## config.mk

```make
export PLATFORM = sky130hd
export DESIGN_NAME = grow_hold_shrink_overlay_timer_unit
export DESIGN_NICKNAME = d
export VERILOG_FILES = /design/src/rtl/core/ghs_pkg.sv /design/src/rtl/core/ghs_cfg_regs.sv /design/src/rtl/core/ghs_muldiv.sv /design/src/rtl/core/grow_hold_shrink_overlay_timer_unit.sv
export SDC_FILE = /design/constraint.sdc
export NUM_CORES = 1
export LEC_CHECK = 0
export BUFFER_PORTS_ARGS = -buffer_cell sky130_fd_sc_hd__buf_2
export CORE_AREA = 5 5 210 212
export DETAILED_ROUTE_END_ITERATION = 10
export DIE_AREA = 0 0 215 217
export PLACE_DENSITY = 0.89
export SYNTH_ARGS = -nofsm -noshare
export SYNTH_HDL_FRONTEND = slang
export SYNTH_SLANG_ARGS = --single-unit
```

## constraint.sdc

```tcl
create_clock -name clk -period 14.2 [get_ports clk]
set_input_delay 1.42 -clock clk [delete_from_list [all_inputs] [get_ports clk]]
set_output_delay 1.42 -clock clk [all_outputs]
set_load 0.02 [all_outputs]
```

## src/rtl/core/ghs_pkg.sv

```systemverilog
// shared types, widths and codes for the grow/hold/shrink overlay timer
package ghs_pkg;

    // field widths
    localparam int unsigned POS_W   = 12;
    localparam int unsigned SIZE_W  = 10;
    localparam int unsigned TICKS_W = 16;
    localparam int unsigned TIMER_W = 18;
    localparam int unsigned MODE_W  = 2;
    localparam int unsigned CIDX_W  = 3;
    localparam int unsigned CDATA_W = 16;

    // product of a scale and a full size, as built by the serial multiplier
    localparam int unsigned ACC_W = TICKS_W + SIZE_W;

    localparam logic [TIMER_W-1:0] TIMER_MAX = '1;

    // item modes
    localparam logic [MODE_W-1:0] MODE_TICK    = 2'd0;
    localparam logic [MODE_W-1:0] MODE_ADVANCE = 2'd1;
    localparam logic [MODE_W-1:0] MODE_START   = 2'd2;

    // configuration register indexes
    localparam logic [CIDX_W-1:0] REG_ORIGIN_X     = 3'd0;
    localparam logic [CIDX_W-1:0] REG_ORIGIN_Y     = 3'd1;
    localparam logic [CIDX_W-1:0] REG_FULL_WIDTH   = 3'd2;
    localparam logic [CIDX_W-1:0] REG_FULL_HEIGHT  = 3'd3;
    localparam logic [CIDX_W-1:0] REG_GROW_TICKS   = 3'd4;
    localparam logic [CIDX_W-1:0] REG_HOLD_TICKS   = 3'd5;
    localparam logic [CIDX_W-1:0] REG_SHRINK_TICKS = 3'd6;
    localparam logic [CIDX_W-1:0] REG_BLINK_ENABLE = 3'd7;

    // input item
    typedef struct packed {
        logic [MODE_W-1:0]  mode;
        logic [TICKS_W-1:0] advance_amount;
    } ghs_cmd_t;

    // result item
    typedef struct packed {
        logic [SIZE_W-1:0]        out_width;
        logic [SIZE_W-1:0]        out_height;
        logic signed [POS_W-1:0]  out_x;
        logic signed [POS_W-1:0]  out_y;
        logic                     hidden;
        logic                     active;
        logic [TIMER_W-1:0]       timer_value;
    } ghs_res_t;

    // live configuration plus the phase boundaries derived from it
    typedef struct packed {
        logic signed [POS_W-1:0] origin_x;
        logic signed [POS_W-1:0] origin_y;
        logic [SIZE_W-1:0]       full_width;
        logic [SIZE_W-1:0]       full_height;
        logic [TICKS_W-1:0]      grow;
        logic [TICKS_W-1:0]      hold;
        logic [TICKS_W-1:0]      shrink;
        logic                    blink;
        logic [TICKS_W:0]        grow_hold;
        logic [TIMER_W-1:0]      total;
    } ghs_cfg_t;

endpackage

```

## src/rtl/core/ghs_cfg_regs.sv

```systemverilog
// configuration registers and phase boundary sums
module ghs_cfg_regs
    import ghs_pkg::*;
(
    input  logic               clk,
    input  logic               rst_n,
    input  logic               cfg_valid,
    input  logic [CIDX_W-1:0]  cfg_index,
    input  logic [CDATA_W-1:0] cfg_data,
    output ghs_cfg_t           cfg
);

    logic signed [POS_W-1:0] origin_x_reg;
    logic signed [POS_W-1:0] origin_y_reg;
    logic [SIZE_W-1:0]       full_width_reg;
    logic [SIZE_W-1:0]       full_height_reg;
    logic [TICKS_W-1:0]      grow_reg;
    logic [TICKS_W-1:0]      hold_reg;
    logic [TICKS_W-1:0]      shrink_reg;
    logic                    blink_reg;

    // register writes, a zero grow length is stored as one
    always_ff @(posedge clk or negedge rst_n)
    begin
        if (!rst_n)
        begin
            origin_x_reg    <= '0;
            origin_y_reg    <= '0;
            full_width_reg  <= '0;
            full_height_reg <= '0;
            grow_reg        <= TICKS_W'(1);
            hold_reg        <= '0;
            shrink_reg      <= '0;
            blink_reg       <= 1'b0;
        end
        else if (cfg_valid)
        begin
            unique case (cfg_index)
                REG_ORIGIN_X:     origin_x_reg    <= cfg_data[POS_W-1:0];
                REG_ORIGIN_Y:     origin_y_reg    <= cfg_data[POS_W-1:0];
                REG_FULL_WIDTH:   full_width_reg  <= cfg_data[SIZE_W-1:0];
                REG_FULL_HEIGHT:  full_height_reg <= cfg_data[SIZE_W-1:0];
                REG_GROW_TICKS:   grow_reg        <= (cfg_data == '0) ? TICKS_W'(1)
                                                                     : cfg_data[TICKS_W-1:0];
                REG_HOLD_TICKS:   hold_reg        <= cfg_data[TICKS_W-1:0];
                REG_SHRINK_TICKS: shrink_reg      <= cfg_data[TICKS_W-1:0];
                REG_BLINK_ENABLE: blink_reg       <= cfg_data[0];
                default:          blink_reg       <= blink_reg;
            endcase
        end
    end

    // phase boundaries
    always_comb
    begin
        cfg.origin_x    = origin_x_reg;
        cfg.origin_y    = origin_y_reg;
        cfg.full_width  = full_width_reg;
        cfg.full_height = full_height_reg;
        cfg.grow        = grow_reg;
        cfg.hold        = hold_reg;
        cfg.shrink      = shrink_reg;
        cfg.blink       = blink_reg;
        cfg.grow_hold   = {1'b0, grow_reg} + {1'b0, hold_reg};
        cfg.total       = {1'b0, cfg.grow_hold} + TIMER_W'(shrink_reg);
    end

endmodule

```

## src/rtl/core/ghs_muldiv.sv

```systemverilog
// bit-serial scale unit: size * scale / divisor, multiply then restoring divide
module ghs_muldiv
    import ghs_pkg::*;
(
    input  logic               clk,
    input  logic               rst_n,
    input  logic               start,
    input  logic [TICKS_W-1:0] scale,
    input  logic [TICKS_W-1:0] divisor,
    input  logic [SIZE_W-1:0]  full,
    output logic               done,
    output logic [SIZE_W-1:0]  quotient
);

    localparam int unsigned CNT_W = $clog2(SIZE_W);
    localparam logic [CNT_W-1:0] LAST_STEP = CNT_W'(SIZE_W - 1);

    typedef enum logic [1:0] {
        PH_IDLE,
        PH_MUL,
        PH_DIV
    } phase_t;

    phase_t             phase_reg;
    logic [CNT_W-1:0]   cnt_reg;
    logic               done_reg;

    logic [TICKS_W-1:0] scale_reg;
    logic [TICKS_W-1:0] div_reg;
    logic [SIZE_W-1:0]  mult_sr_reg;
    logic [ACC_W-1:0]   acc_reg;

    logic [ACC_W-1:0]   acc_mul_next;
    logic [ACC_W-1:0]   acc_div_next;
    logic [TICKS_W:0]   rem_shift;
    logic [TICKS_W:0]   rem_diff;
    logic               rem_ge;
    logic [TICKS_W-1:0] rem_new;

    // multiply step: msb-first shift and add of the scale
    assign acc_mul_next = {acc_reg[ACC_W-2:0], 1'b0}
                        + (mult_sr_reg[SIZE_W-1] ? ACC_W'(scale_reg) : '0);

    // divide step: remainder in the upper bits, quotient shifts in at the bottom
    assign rem_shift = {acc_reg[ACC_W-1:SIZE_W], acc_reg[SIZE_W-1]};
    assign rem_diff  = rem_shift - {1'b0, div_reg};
    assign rem_ge    = (rem_shift >= {1'b0, div_reg});
    assign rem_new   = rem_ge ? rem_diff[TICKS_W-1:0] : rem_shift[TICKS_W-1:0];
    assign acc_div_next = {rem_new, acc_reg[SIZE_W-2:0], rem_ge};

    // sequencer
    always_ff @(posedge clk or negedge rst_n)
    begin
        if (!rst_n)
        begin
            phase_reg <= PH_IDLE;
            cnt_reg   <= '0;
            done_reg  <= 1'b0;
        end
        else
        begin
            done_reg <= (phase_reg == PH_DIV) && (cnt_reg == LAST_STEP);
            unique case (phase_reg)
                PH_IDLE:
                begin
                    if (start)
                    begin
                        phase_reg <= PH_MUL;
                        cnt_reg   <= '0;
                    end
                end
                PH_MUL:
                begin
                    if (cnt_reg == LAST_STEP)
                    begin
                        phase_reg <= PH_DIV;
                        cnt_reg   <= '0;
                    end
                    else
                    begin
                        cnt_reg <= cnt_reg + CNT_W'(1);
                    end
                end
                PH_DIV:
                begin
                    if (cnt_reg == LAST_STEP)
                    begin
                        phase_reg <= PH_IDLE;
                    end
                    else
                    begin
                        cnt_reg <= cnt_reg + CNT_W'(1);
                    end
                end
                default:
                begin
                    phase_reg <= PH_IDLE;
                end
            endcase
        end
    end

    // datapath shift registers
    always_ff @(posedge clk)
    begin
        if (phase_reg == PH_IDLE && start)
        begin
            scale_reg   <= scale;
            div_reg     <= divisor;
            mult_sr_reg <= full;
            acc_reg     <= '0;
        end
        else if (phase_reg == PH_MUL)
        begin
            acc_reg     <= acc_mul_next;
            mult_sr_reg <= {mult_sr_reg[SIZE_W-2:0], 1'b0};
        end
        else if (phase_reg == PH_DIV)
        begin
            acc_reg <= acc_div_next;
        end
    end

    assign done     = done_reg;
    assign quotient = acc_reg[SIZE_W-1:0];

endmodule

```

## src/rtl/core/grow_hold_shrink_overlay_timer_unit.sv

```systemverilog
// Overlay timer top level: timer control, geometry lanes and result register.
// Tick items on a running timer pass through S_CALC, then S_DONE, and commit into the result register;
// the two bit-serial lanes run 10 multiply and 10 divide steps each, one bit per cycle.
// Start, advance and idle items skip S_CALC; no item is accepted until the previous one commits.
// A new item is accepted while an earlier result still waits in the output register.
// Asynchronous active-low reset clears the timer, geometry and configuration (grow length 1).
module grow_hold_shrink_overlay_timer_unit
    import ghs_pkg::*;
(
    input  logic               clk,
    input  logic               rst_n,
    input  logic               cmd_valid,
    output logic               cmd_stall,
    input  ghs_cmd_t           cmd,
    output logic               res_valid,
    input  logic               res_stall,
    output ghs_res_t           res,
    input  logic               cfg_valid,
    output logic               cfg_ready,
    input  logic [CIDX_W-1:0]  cfg_index,
    input  logic [CDATA_W-1:0] cfg_data
);

    typedef enum logic [1:0] {
        S_IDLE,
        S_CALC,
        S_DONE
    } state_t;

    typedef enum logic [2:0] {
        OP_NONE,
        OP_START,
        OP_STOP,
        OP_TICK,
        OP_ADVANCE
    } op_t;

    ghs_cfg_t cfg;

    state_t                  state_reg;
    op_t                     op_reg;
    op_t                     op_next;
    logic [TICKS_W-1:0]      amount_reg;
    logic                    blink_upd_reg;
    logic                    blink_val_reg;

    logic [TIMER_W-1:0]      tick_reg;
    logic [TIMER_W-1:0]      tick_next;
    logic                    running_reg;
    logic                    running_next;
    logic                    blank_reg;
    logic                    blank_next;
    logic [SIZE_W-1:0]       width_reg;
    logic [SIZE_W-1:0]       width_next;
    logic [SIZE_W-1:0]       height_reg;
    logic [SIZE_W-1:0]       height_next;
    logic signed [POS_W-1:0] x_reg;
    logic signed [POS_W-1:0] x_next;
    logic signed [POS_W-1:0] y_reg;
    logic signed [POS_W-1:0] y_next;

    logic                    res_valid_reg;
    ghs_res_t                res_reg;

    logic                    accept;
    logic                    commit;
    logic                    in_grow_hold;
    logic                    lane_start;
    logic [TICKS_W-1:0]      lane_scale;
    logic [TICKS_W-1:0]      lane_div;
    logic                    lane_w_done;
    logic                    lane_h_done;
    logic [SIZE_W-1:0]       lane_w_q;
    logic [SIZE_W-1:0]       lane_h_q;

    logic [TIMER_W-1:0]      tick_inc;
    logic [TIMER_W:0]        adv_sum;
    logic [TIMER_W-1:0]      adv_sat;
    logic [SIZE_W-1:0]       w_gap;
    logic [SIZE_W-1:0]       h_gap;
    logic [TIMER_W-1:0]      shrink_left;

    ghs_cfg_regs u_cfg (
        .clk       (clk),
        .rst_n     (rst_n),
        .cfg_valid (cfg_valid),
        .cfg_index (cfg_index),
        .cfg_data  (cfg_data),
        .cfg       (cfg)
    );

    assign cfg_ready = 1'b1;
    assign cmd_stall = (state_reg != S_IDLE);
    assign accept    = cmd_valid && !cmd_stall;
    assign commit    = (state_reg == S_DONE) && (!res_valid_reg || !res_stall);

    // classify the item against the present timer
    assign in_grow_hold = (tick_reg < TIMER_W'(cfg.grow_hold));
    assign shrink_left  = cfg.total - tick_reg;

    always_comb
    begin
        op_next = OP_NONE;
        unique case (cmd.mode)
            MODE_START:
            begin
                op_next = OP_START;
            end
            MODE_TICK:
            begin
                if (running_reg)
                begin
                    op_next = (tick_reg >= cfg.total) ? OP_STOP : OP_TICK;
                end
            end
            MODE_ADVANCE:
            begin
                if (running_reg)
                begin
                    op_next = OP_ADVANCE;
                end
            end
            default:
            begin
                op_next = OP_NONE;
            end
        endcase
    end

    // lane operands: min(t, grow) over grow, or remaining shrink ticks over shrink
    always_comb
    begin
        if (in_grow_hold)
        begin
            lane_div   = cfg.grow;
            lane_scale = (tick_reg < TIMER_W'(cfg.grow)) ? tick_reg[TICKS_W-1:0] : cfg.grow;
        end
        else
        begin
            lane_div   = cfg.shrink;
            lane_scale = shrink_left[TICKS_W-1:0];
        end
    end

    assign lane_start = accept && (op_next == OP_TICK);

    ghs_muldiv u_lane_w (
        .clk      (clk),
        .rst_n    (rst_n),
        .start    (lane_start),
        .scale    (lane_scale),
        .divisor  (lane_div),
        .full     (cfg.full_width),
        .done     (lane_w_done),
        .quotient (lane_w_q)
    );

    ghs_muldiv u_lane_h (
        .clk      (clk),
        .rst_n    (rst_n),
        .start    (lane_start),
        .scale    (lane_scale),
        .divisor  (lane_div),
        .full     (cfg.full_height),
        .done     (lane_h_done),
        .quotient (lane_h_q)
    );

    // new state at the end of an item
    assign tick_inc = tick_reg + TIMER_W'(1);
    assign adv_sum  = {1'b0, tick_reg} + (TIMER_W + 1)'(amount_reg);
    assign adv_sat  = adv_sum[TIMER_W] ? TIMER_MAX : adv_sum[TIMER_W-1:0];
    assign w_gap    = cfg.full_width - lane_w_q;
    assign h_gap    = cfg.full_height - lane_h_q;

    always_comb
    begin
        tick_next    = tick_reg;
        running_next = running_reg;
        blank_next   = blank_reg;
        width_next   = width_reg;
        height_next  = height_reg;
        x_next       = x_reg;
        y_next       = y_reg;
        unique case (op_reg)
            OP_START:
            begin
                tick_next    = '0;
                running_next = 1'b1;
                blank_next   = 1'b0;
                width_next   = '0;
                height_next  = '0;
                x_next       = cfg.origin_x;
                y_next       = cfg.origin_y;
            end
            OP_STOP:
            begin
                tick_next    = '0;
                running_next = 1'b0;
            end
            OP_TICK:
            begin
                width_next  = lane_w_q;
                height_next = lane_h_q;
                x_next      = cfg.origin_x + POS_W'(w_gap >> 1);
                y_next      = cfg.origin_y + POS_W'(h_gap >> 1);
                if (blink_upd_reg)
                begin
                    blank_next = blink_val_reg;
                end
                if (tick_inc >= cfg.total)
                begin
                    tick_next    = '0;
                    running_next = 1'b0;
                end
                else
                begin
                    tick_next = tick_inc;
                end
            end
            OP_ADVANCE:
            begin
                if (adv_sat >= cfg.total)
                begin
                    tick_next    = '0;
                    running_next = 1'b0;
                end
                else
                begin
                    tick_next = adv_sat;
                end
            end
            default:
            begin
                tick_next = tick_reg;
            end
        endcase
    end

    // sequencer, timer state and result handshake
    always_ff @(posedge clk or negedge rst_n)
    begin
        if (!rst_n)
        begin
            state_reg     <= S_IDLE;
            op_reg        <= OP_NONE;
            res_valid_reg <= 1'b0;
            tick_reg      <= '0;
            running_reg   <= 1'b0;
            blank_reg     <= 1'b0;
            width_reg     <= '0;
            height_reg    <= '0;
            x_reg         <= '0;
            y_reg         <= '0;
        end
        else
        begin
            if (res_valid_reg && !res_stall && !commit)
            begin
                res_valid_reg <= 1'b0;
            end
            unique case (state_reg)
                S_IDLE:
                begin
                    if (accept)
                    begin
                        op_reg    <= op_next;
                        state_reg <= (op_next == OP_TICK) ? S_CALC : S_DONE;
                    end
                end
                S_CALC:
                begin
                    if (lane_w_done)
                    begin
                        state_reg <= S_DONE;
                    end
                end
                S_DONE:
                begin
                    if (commit)
                    begin
                        state_reg     <= S_IDLE;
                        res_valid_reg <= 1'b1;
                        tick_reg      <= tick_next;
                        running_reg   <= running_next;
                        blank_reg     <= blank_next;
                        width_reg     <= width_next;
                        height_reg    <= height_next;
                        x_reg         <= x_next;
                        y_reg         <= y_next;
                    end
                end
                default:
                begin
                    state_reg <= S_IDLE;
                end
            endcase
        end
    end

    // item payload and result register
    always_ff @(posedge clk)
    begin
        if (accept)
        begin
            amount_reg    <= cmd.advance_amount;
            blink_upd_reg <= in_grow_hold && cfg.blink && (tick_reg > TIMER_W'(cfg.grow));
            blink_val_reg <= tick_reg[2];
        end
        if (commit)
        begin
            res_reg.out_width   <= width_next;
            res_reg.out_height  <= height_next;
            res_reg.out_x       <= x_next;
            res_reg.out_y       <= y_next;
            res_reg.hidden      <= blank_next;
            res_reg.active      <= running_next;
            res_reg.timer_value <= running_next ? tick_next : '0;
        end
    end

    assign res_valid = res_valid_reg;
    assign res       = res_reg;

`ifndef SYNTHESIS
    // a stopped overlay always holds a cleared timer
    a_stopped_timer_clear: assert property (@(posedge clk) disable iff (!rst_n)
        !running_reg |-> (tick_reg == '0))
        else $error("timer not cleared while stopped");

    // both geometry lanes finish together
    a_lanes_in_step: assert property (@(posedge clk) disable iff (!rst_n)
        lane_w_done == lane_h_done)
        else $error("geometry lanes out of step");

    // lanes only report while a tick item is being computed
    a_lane_done_in_calc: assert property (@(posedge clk) disable iff (!rst_n)
        lane_w_done |-> (state_reg == S_CALC) && (op_reg == OP_TICK))
        else $error("lane finished outside a tick item");

    // a result is only written when the output register is free or draining
    a_no_overwrite: assert property (@(posedge clk) disable iff (!rst_n)
        (res_valid_reg && res_stall) |=> ($stable(res_reg) && res_valid_reg))
        else $error("stalled result overwritten");
`endif

endmodule
```

Word level (Yosys, flattened, before mapping)
Index checks and enable logic that the tools add are counted.

word-level totals
  bits of input ports = 42
  output and inout port bits = 67
  flip-flop bits (word level) = 394
  word-level logic and storage cells = 196

operators by class
  magnitude comparators = 8
  multiplexer cells = 55
  reductions and logical operators = 44
  eq/ne operators = 33
  add/sub/neg operators = 15

operators by type and width
  operator                                       count
  2-to-1 mux 16 bit                              8
  2-to-1 mux 26 bit                              4
  >= comparator 18 bit                           3
  2-to-1 mux 18 bit                              3
  one-hot mux 18 bit (3 select lines)            1
  adder 26 bit                                   2
  one-hot mux 12 bit (2 select lines)            2
  subtractor 16 bit                              3
  2-to-1 mux 10 bit                              4
  one-hot mux 10 bit (2 select lines)            2
  >= comparator 17 x 16 -> 1 bit                 2
  adder 12 x 9 -> 12 bit                         2
  one-hot mux 4 bit (3 select lines)             2
  2-to-1 mux 2 bit                               10
  2-to-1 mux 4 bit                               5
  AND reduction 2 bit                            10
  subtractor 10 bit                              2
  adder 18 x 16 -> 19 bit                        1
  adder 17 x 16 -> 18 bit                        1
  adder 18 x 1 -> 18 bit, second input constant  1
  > comparator 18 x 16 -> 1 bit                  1
  < comparator 18 x 16 -> 1 bit                  1
  < comparator 18 x 17 -> 1 bit                  1
  one-hot mux 2 bit (3 select lines)             3
  other kinds (25)                               81

Logic depth before layout (Yosys ltp)
Gate-level depths: netlist of run 1.

  depth in word-level cells = 10
  gate-level depth with buffers = 31

Hierarchy
Synthesis of run 1 repeated with hierarchy kept, for this count alone.

unflattened totals
  cells, all modules = 2,845
  area, all modules = 27,477.6 sq um

by module, submodules not included
  module                               seq. area each (sq um)  instances  cells each  area an instance (sq um)
  grow_hold_shrink_overlay_timer_unit  4,214.0                 1          1,325       12,264.3
  ghs_cfg_regs                         2,328.5                 1          415         5,071.1
  ghs_muldiv (u_lane_h)                1,956.9                 1          546         5,071.1
  ghs_muldiv (u_lane_w)                1,956.9                 1          559         5,071.1

Worst setup path after synthesis of run 1
Ideal clock, no wire load.

  kind = reg-to-reg
  from = reg u_cfg.grow_reg[1]
  to = reg u_lane_w.div_reg[0] (enable)
  clock period less this slack = 6,511 ps
  setup slack = 7,689 ps
  arrival time = 6,134 ps
  stages on the path, launching flop included = 30
  buffers on the path = 3
  setup time = 377 ps
  cells stage by stage = dfrtp_1 -> ha_1 -> a21o_1 -> a21oi_1 -> o21bai_1 -> a21oi_1 -> nor2b_1 -> o21a_1 -> o31a_1 -> o41ai_1 -> o21bai_1 -> a21o_1 -> xor2_1 -> ha_1 -> inv_1 -> nand3_1 -> or4_1 -> nand4_1 -> inv_1 -> ha_1 -> clkbuf_1 -> nand3_1 -> a211oi_1 -> o41ai_1 -> o2111ai_1 -> maj3_2 -> o211a_2 -> nor4_2 -> buf_2 -> buf_2

between the ends
  cells in the longest elaborated chain, start to end = 9

ends and longest elaborated chain
  item                                line                                        text
  start: declaration                  ghs_cfg_regs.sv:17                          logic [TICKS_W-1:0] grow_reg;
  start signal: assignment            ghs_cfg_regs.sv:43                          REG_GROW_TICKS: grow_reg <= (cfg_data == '0) ? TICKS_W'(1)
  adder 16 x 16 -> 17 bit             ghs_cfg_regs.sv:64                          cfg.grow_hold = {1'b0, grow_reg} + {1'b0, hold_reg};
  adder 17 x 16 -> 18 bit             ghs_cfg_regs.sv:65                          cfg.total = {1'b0, cfg.grow_hold} + TIMER_W'(shrink_reg);
  >= comparator 18 bit                grow_hold_shrink_overlay_timer_unit.sv:113  op_next = (tick_reg >= cfg.total) ? OP_STOP : OP_TICK;
  2-to-1 mux 1 bit                    grow_hold_shrink_overlay_timer_unit.sv:113
  2-to-1 mux 2 bit                    grow_hold_shrink_overlay_timer_unit.sv:111  if (running_reg)
  one-hot mux 3 bit (3 select lines)  grow_hold_shrink_overlay_timer_unit.sv:104  unique case (cmd.mode)
  equality test 3 x 2 -> 1 bit        grow_hold_shrink_overlay_timer_unit.sv:145  assign lane_start = accept && (op_next == OP_TICK);
  logical AND 1 bit                   grow_hold_shrink_overlay_timer_unit.sv:145
  logical AND 1 bit                   ghs_muldiv.sv:106                           if (phase_reg == PH_IDLE && start)
  end signal: assignment              ghs_muldiv.sv:109                           div_reg <= divisor;
  end: declaration                    ghs_muldiv.sv:29                            logic [TICKS_W-1:0] div_reg;

Every way passes these cells.
A chain may end at the register's enable or synchronous reset.

Worst setup path after layout of run 1
  from = reg u_cfg.hold_reg[1]
  to = reg u_lane_w.mult_sr_reg[8] (enable)

between the ends
  cells in the longest elaborated chain, start to end = 10

ends and longest elaborated chain
  item                                 line                                        text
  start: declaration                   ghs_cfg_regs.sv:18                          logic [TICKS_W-1:0] hold_reg;
  start signal: assignment             ghs_cfg_regs.sv:45                          REG_HOLD_TICKS: hold_reg <= cfg_data[TICKS_W-1:0];
  adder 16 x 16 -> 17 bit              ghs_cfg_regs.sv:64
  adder 17 x 16 -> 18 bit              ghs_cfg_regs.sv:65
  >= comparator 18 bit                 grow_hold_shrink_overlay_timer_unit.sv:113
  2-to-1 mux 1 bit                     grow_hold_shrink_overlay_timer_unit.sv:113
  2-to-1 mux 2 bit                     grow_hold_shrink_overlay_timer_unit.sv:111
  one-hot mux 3 bit (3 select lines)   grow_hold_shrink_overlay_timer_unit.sv:104
  equality test 3 x 2 -> 1 bit         grow_hold_shrink_overlay_timer_unit.sv:145
  logical AND 1 bit                    grow_hold_shrink_overlay_timer_unit.sv:145
  logical AND 1 bit                    ghs_muldiv.sv:106
  nonzero test 2 bit (no source line)  --
  end signal: assignment               ghs_muldiv.sv:110                           mult_sr_reg <= full;
  end signal: assignment               ghs_muldiv.sv:116                           mult_sr_reg <= {mult_sr_reg[SIZE_W-2:0], 1'b0};
  end: declaration                     ghs_muldiv.sv:30                            logic [SIZE_W-1:0] mult_sr_reg;

Every way passes these cells.

==> metrics, run 1 <==
status complete, no violations; fin crit period 7.71 ns; Root Buffer clkbuf_16; cells resized by post-CTS repair 0; Syn Inst Count 2787; CTS sink count 394; Synth Flop Type dfrtp_1; Clock Skew roughly 0.041 ns; # setup viols final 0; net count after synthesis 3089; total CTS buffers between 40 and 50; Max Freq 130 MHz; Tcrit/Tclk final 54.3%; Largest register FFs 64; Worst setup SP type register; # port buffers roughly 110; Reg clk slew, reported paths 0.07 ns; clock tree buffer depth 3; core box area 0.0418 mm2; n_diodes 0; area of the multi-input gates 0.0152 mm2; setup tns final 0 ns; RD Place Congestion 0.971; Warnings, synthesis 0; Core Rows between 70 and 80; Setup CP Type register to register; #FFs+latches synth between 300 and 400; synthesis-to-layout area growth 9.38%; vias in the first global route around 22000; via count ~22000; Worst setup EP type register; H-tree depth 2; Skew-Pair Late Insertion Delay 0.62 ns; Min-Delay Path Class register to register; initial antenna violation count 2; largest net degree at the start of global routing 84; post-synthesis cell type count 99; Initial DRC Count 2389; max-slew violation count 0; drt drc 0; Nets 3163; Synth Cell Area approximately 0.027 mm2; Worst EP arrival 8.06 ns; fill count 2820; cell area after layout ~0.03 mm2; Slew @ Worst Pin between 1 and 1.5 ns; DIE HEIGHT 217 um; Syn Area/Cell between 9 and 10 um2; final hold violation count 0; global-route wire length before repair approximately 120000 um; die area 0.0467 mm2; post-DP HPWL 54600 um; RSZ-0062 raised after global routing no; DRT Pass-1 Iters 6; post-route ant nets 0; vias per cell between 6 and 7; hold_buf cts 0; EDFF count, synth 166; post-synthesis async set-or-reset flop share 44.7%; Cell Area, Placed 0.0278 mm2; initial core utilization between 60% and 70%; Largest stage delay, worst path 0.60 ns; share of cells above drive strength 1 a little over an eighth; postcts setup bufs 0; gr ovfl total 0; total wire length about 75000 um; Die Wd 215 um; gr usage total a little under a third; maxcap violations 0; CTS tree built; sequential fraction of the synthesis area 38.9%; WL per Instance 21.9 um; Post-Place Cells about 3400; highest-delay cell along the critical path o41ai_1; CP required 14.54 ns; Crit Path Max Fanout 69; # IOs 109; Slew HR 17.9%; Hold WS 0.478 ns; Post-Layout Cell Count 3434; FF+latch area 0.0104 mm2
synthesized netlist by cell type (52+ instances only):
master	instances	area [um2]
a21oi_1	195	976
mux2_2	135	1520
dfxtp_1	52	1040
nor2_1	171	642
dfrtp_1	175	4380
clkbuf_1	74	278
a21o_1	63	473
xnor2_1	110	963
edfxtp_1	166	4980
o21ai_0	199	996
inv_1	201	754
nand2_1	238	893
ha_1	248	3100
worst max-delay path: cells and delay by family, from the launching register on:
family	cells	cell delay, ns
buffers and inverters	4	0.63
flip-flops	1	0.41
XOR/XNOR	1	0.15
AO/OA/AOI/OAI	13	3.36
adder cells (fa/ha/maj)	3	1.07
AND/OR/NAND/NOR	8	1.75
placed cells by master (no fill, tap or decap), types with 18 or more instances in the layout:
cell type  Yosys  routed
mux2_2       135     135
xnor2_1      110     110
inv_1        201     200
o31ai_1       24      24
o21ai_0      199     198
dfrtp_1      175     175
nor2_1       171     170
clkbuf_16      0      42
mux2i_1       44      44
a21o_1        63      63
and2_1        45      45
and3_1        18      18
buf_4          6      23
a21oi_1      195     195
a211oi_1      40      40
nand2b_1      39      39
o21a_1        38      38
o211ai_1      23      23
edfxtp_1     166     166
dfxtp_1       52      52
nand2_1      238     237
buf_2          8     106
xor2_1        37      37
nand4_1       29      29
nor3_1        50      49
nand3_1       45      45
o21bai_1      24      24
nor2b_1       34      34
ha_1         248     248
path summary, 6_finish.rpt:
check,startpoint,slack (ns),end,cells after the start
max in group asynchronous,rst_n,12.16,tick_reg[7],2
worst max register to register,u_cfg.hold_reg[1],6.49,u_lane_w.mult_sr_reg[8],29
worst min-delay path,x_reg[5],0.48,x_reg[5],2
min in group asynchronous,rst_n,0.69,width_reg[3],1
worst min register to register,x_reg[5],0.48,x_reg[5],2
worst max-delay path,u_cfg.hold_reg[1],6.49,u_lane_w.mult_sr_reg[8],29
per-stage QoR:
| step | setup slack, ns | util, % |
|---|---|---|
| floorplan | 7.69 | - |
| global placement | 6.76 | 66.6 |
| detailed placement | 6.54 | 66.6 |
| CTS | 6.50 | 70.2 |
| global route | 5.95 | 70.2 |
| finish | 6.49 | 70.2 |
metal layers:
| metal | track usage (%) | wire [um] | share of wire (%) | vias up |
|---|---|---|---|---|
| met1 | 40.7 | 29800 | 40 | 10800 |
| met2 | 52.0 | 35200 | 47 | 1170 |
| met5 | 0 | 27 | 0.036 | - |
| li1 | - | - | - | 10200 |
| met3 | 5.28 | 6350 | 8.5 | 256 |
| met4 | 13.8 | 3640 | 4.8 | 4 |
kinds of logic after synthesis:
family	after synthesis	synth area share [%]
buffers and inverters	302	4.35
AND/OR/NAND/NOR	735	13.2
adder cells (fa/ha/maj)	262	12.6
AO/OA/AOI/OAI	762	18.6
other	1	0.0140
XOR/XNOR	147	4.80
multiplexers	184	7.53
flip-flops	394	38.9
layout make-up:
class | count | area share, %
clock buffer | 52 | 3.85
clock inverter | 26 | 1.27
inverter | 202 | 2.60
timing repair buffer | 130 | 2.44
tap | 539 | 2.30
sequential | 394 | 35.6
multi-input combinational | 2091 | 52.0
Power of run 1 is left out: the tool's default activity adds up to more than one toggle a clock period on the data nets, which glitch-free logic cannot reach.
==> run 2: changes to the inputs <==
- ABC_AREA: not set -> 1
- CORE_AREA: 5 5 210 212 -> 5 5 213 215
- DIE_AREA: 0 0 215 217 -> 0 0 218 220
- PLACE_DENSITY: 0.89 -> 0.88
- clock period: 14.2 -> 7.7 ns (I/O delays scaled with it)
==> run 2 against run 1 <==
  * Die area increased by 2.8%
  * Clock skew decreased by 0.023 ns
  * Cell count increased by 21%
  * Via count increased by 8.8%
==> metrics, run 2 <==
Synth top cells by count nand2_1, inv_1, o21ai_0, ha_1, a21oi_1; DRT Pass-1 Iters 7; Nets 3825; #FFs+latches synth 394; synthesis-to-layout area growth 8.65%; via count ~24000; Largest delay share family, worst path simple AND/OR/NAND/NOR gates; Clock Skew roughly 0.018 ns; Worst EP arrival 6.45 ns; post-synthesis async set-or-reset flop share 44.7%; hold_buf cts 0; cell with the most instances after synthesis nand2_1; total wire length 73900 um; mux share of post-synthesis cell area less than 1%; Synth Area in XOR/XNOR 3.48%; Tcrit/Tclk final about 80%; CTS tree built; Yosys top cell by area edfxtp_1; Syn Inst Count 3463; H-tree depth 2; Min-Delay Path Class input port to asynchronous set/reset pin; largest family of logic cells by synthesized area simple AND/OR/NAND/NOR gates; Warnings, synthesis 0; status complete, no violations; gr usage total 30.3%; RSZ-0062 raised after global routing no; drt drc 0; Max Freq 161 MHz; global-route wire length before repair 118000 um; clock tree buffer depth 3; Slew @ Worst Pin 1.17 ns; Slew HR 20.9%; setup tns final 0 ns; gr ovfl total 0; commonest non-fill, non-tap cell in the layout nand2_1; most frequent cells in the layout nand2_1, inv_1, o21ai_0; Crit Path Max Fanout 31; Lkg Pwr 14.8 nW; Skew-Pair Late Insertion Delay between 0.5 and 0.6 ns; CTS sink count 394; maxcap violations 0; Largest register FFs 64; vias per cell 5.89; fill count 3539; post-synthesis cell type count 62; largest net degree at the start of global routing 117; Worst setup EP type register; post-synthesis compound-gate area fraction 15.4%; cell area after layout 0.0292 mm2; Worst setup SP type register; Initial DRC Count 3167; Synth Flop Type dfrtp_1; final hold violation count 0; CP required around 8 ns; Core Rows 77; sequential fraction of the synthesis area 38.8%; Die Wd 218 um; Synth Cell Area 0.0269 mm2; Post-Synth Simple-Gate Area 21.9%; RD Place Congestion 0.979; CP most frequent cell nand2_1; Hold WS 0.306 ns; Syn Area/Cell 7.77 um2; DIE HEIGHT 220 um; Synth top area share 18.5%; Largest stage delay, worst path 0.68 ns; Setup CP Type register to register; share of cells above drive strength 1 7.59%; # IOs 109; post-synthesis adder-cell area fraction 12.4%; post-DP HPWL 54300 um; initial core utilization 61.8%; # port buffers 107; post-route ant nets 0; max-slew violation count 0; fin crit period 6.22 ns; Root Buffer clkbuf_16; total CTS buffers 43; Reg clk slew, reported paths 0.06 ns; net count after synthesis 3765; core box area 0.0435 mm2; highest-delay cell along the critical path nor2_4; synth top area cells edfxtp_1, dfrtp_1, nand2_1; postcts setup bufs 0; initial antenna violation count 1; critical path buffer and inverter count 3; vias in the first global route 23000; Pwr Density ~280 mW/mm2; Cell Area, Placed 0.0278 mm2; Worst IR Drop VDD 0.000248 V; die area 0.0480 mm2; EDFF count, synth 166; cells resized by post-CTS repair 0; # setup viols final 0; n_diodes 0; WL per Instance 17.8 um
run 2: cell types whose count changed in the layout (fill, tap and decap cells not counted), moves of 66 or more:
cell	change
inv_1	+235
mux2_2	-135
nand2_1	+689
nand3_1	+125
o21ai_0	+104
xnor2_1	-66
run 2: final cells by class:
type / count / area [um2] / area share [%]
timing repair buffer: 122 / 657 / 2.25
clock inverter: 22 / 218 / 0.745
multi-input combinational: 2517 / 14300 / 49.0
tap: 592 / 741 / 2.53
clock buffer: 58 / 1170 / 4.02
inverter: 445 / 1680 / 5.73
sequential: 394 / 10400 / 35.7
run 2: path summary, 6_finish.rpt:
| kind | from | end | slack [ns] | cells after the start |
|---|---|---|---|---|
| max in group asynchronous | rst_n | u_lane_w.cnt_reg[3] | 5.97 | 2 |
| min | rst_n | y_reg[11] | 0.31 | 1 |
| max | u_cfg.grow_reg[0] | u_lane_w.mult_sr_reg[8] | 1.48 | 29 |
| min reg2reg | x_reg[11] | x_reg[11] | 0.48 | 2 |
| min in group clk | cmd[7] | amount_reg[7] | 0.35 | 1 |
| max reg2reg | u_cfg.grow_reg[0] | u_lane_w.mult_sr_reg[8] | 1.48 | 29 |
run 2: report_power, final:
group	switching, mW	leakage (nW)	internal (mW)
sequential	0.100	4.05	2.46
clock	0.894	0.679	1.15
combinational	2.35	10.0	1.16
total	3.34	14.8	4.78
run 2: worst register-to-register path, delay by kind of cell (launching register included):
kind,cells,cell delay (ns)
AO/OA/AOI/OAI,6,0.92
buffers and inverters,3,0.35
adder cells (fa/ha/maj),4,1.28
AND/OR/NAND/NOR,15,2.51
flip-flops,1,0.57
XOR/XNOR,1,0.22
run 2: cells by family after synthesis:
logic type                 Yosys count
and+or+nand+nor                   1422
buffers and inverters              552
muxes                                1
xor gates and xnor gates           107
DFF                                394
AOI/OAI and AO/OA                  726
other                                1
adders and majority gates          260
run 2: per-stage QoR:
step	total power, mW	setup WS, ns	util, %	instances
after global routing	8.60	0.985	67.1	4150
after floorplan	5.00	2.51	-	3463
after CTS	8.04	1.56	67.1	4150
after detailed placement	6.00	1.60	63.9	4070
after global placement	5.94	1.76	63.9	4070
final	8.12	1.48	67.1	4150
run 2: metal layers:
metal	part of all wire (%)	vias up	GRT usage [%]	wire length (um)
met3	9.1	234	4.73	6730
met2	45	1165	49.0	33600
li1	-	11600	-	-
met4	4.3	0	12.5	3210
met5	0	-	0	0
met1	41	11400	41.3	30300
(Power assumes the default switching activity.)
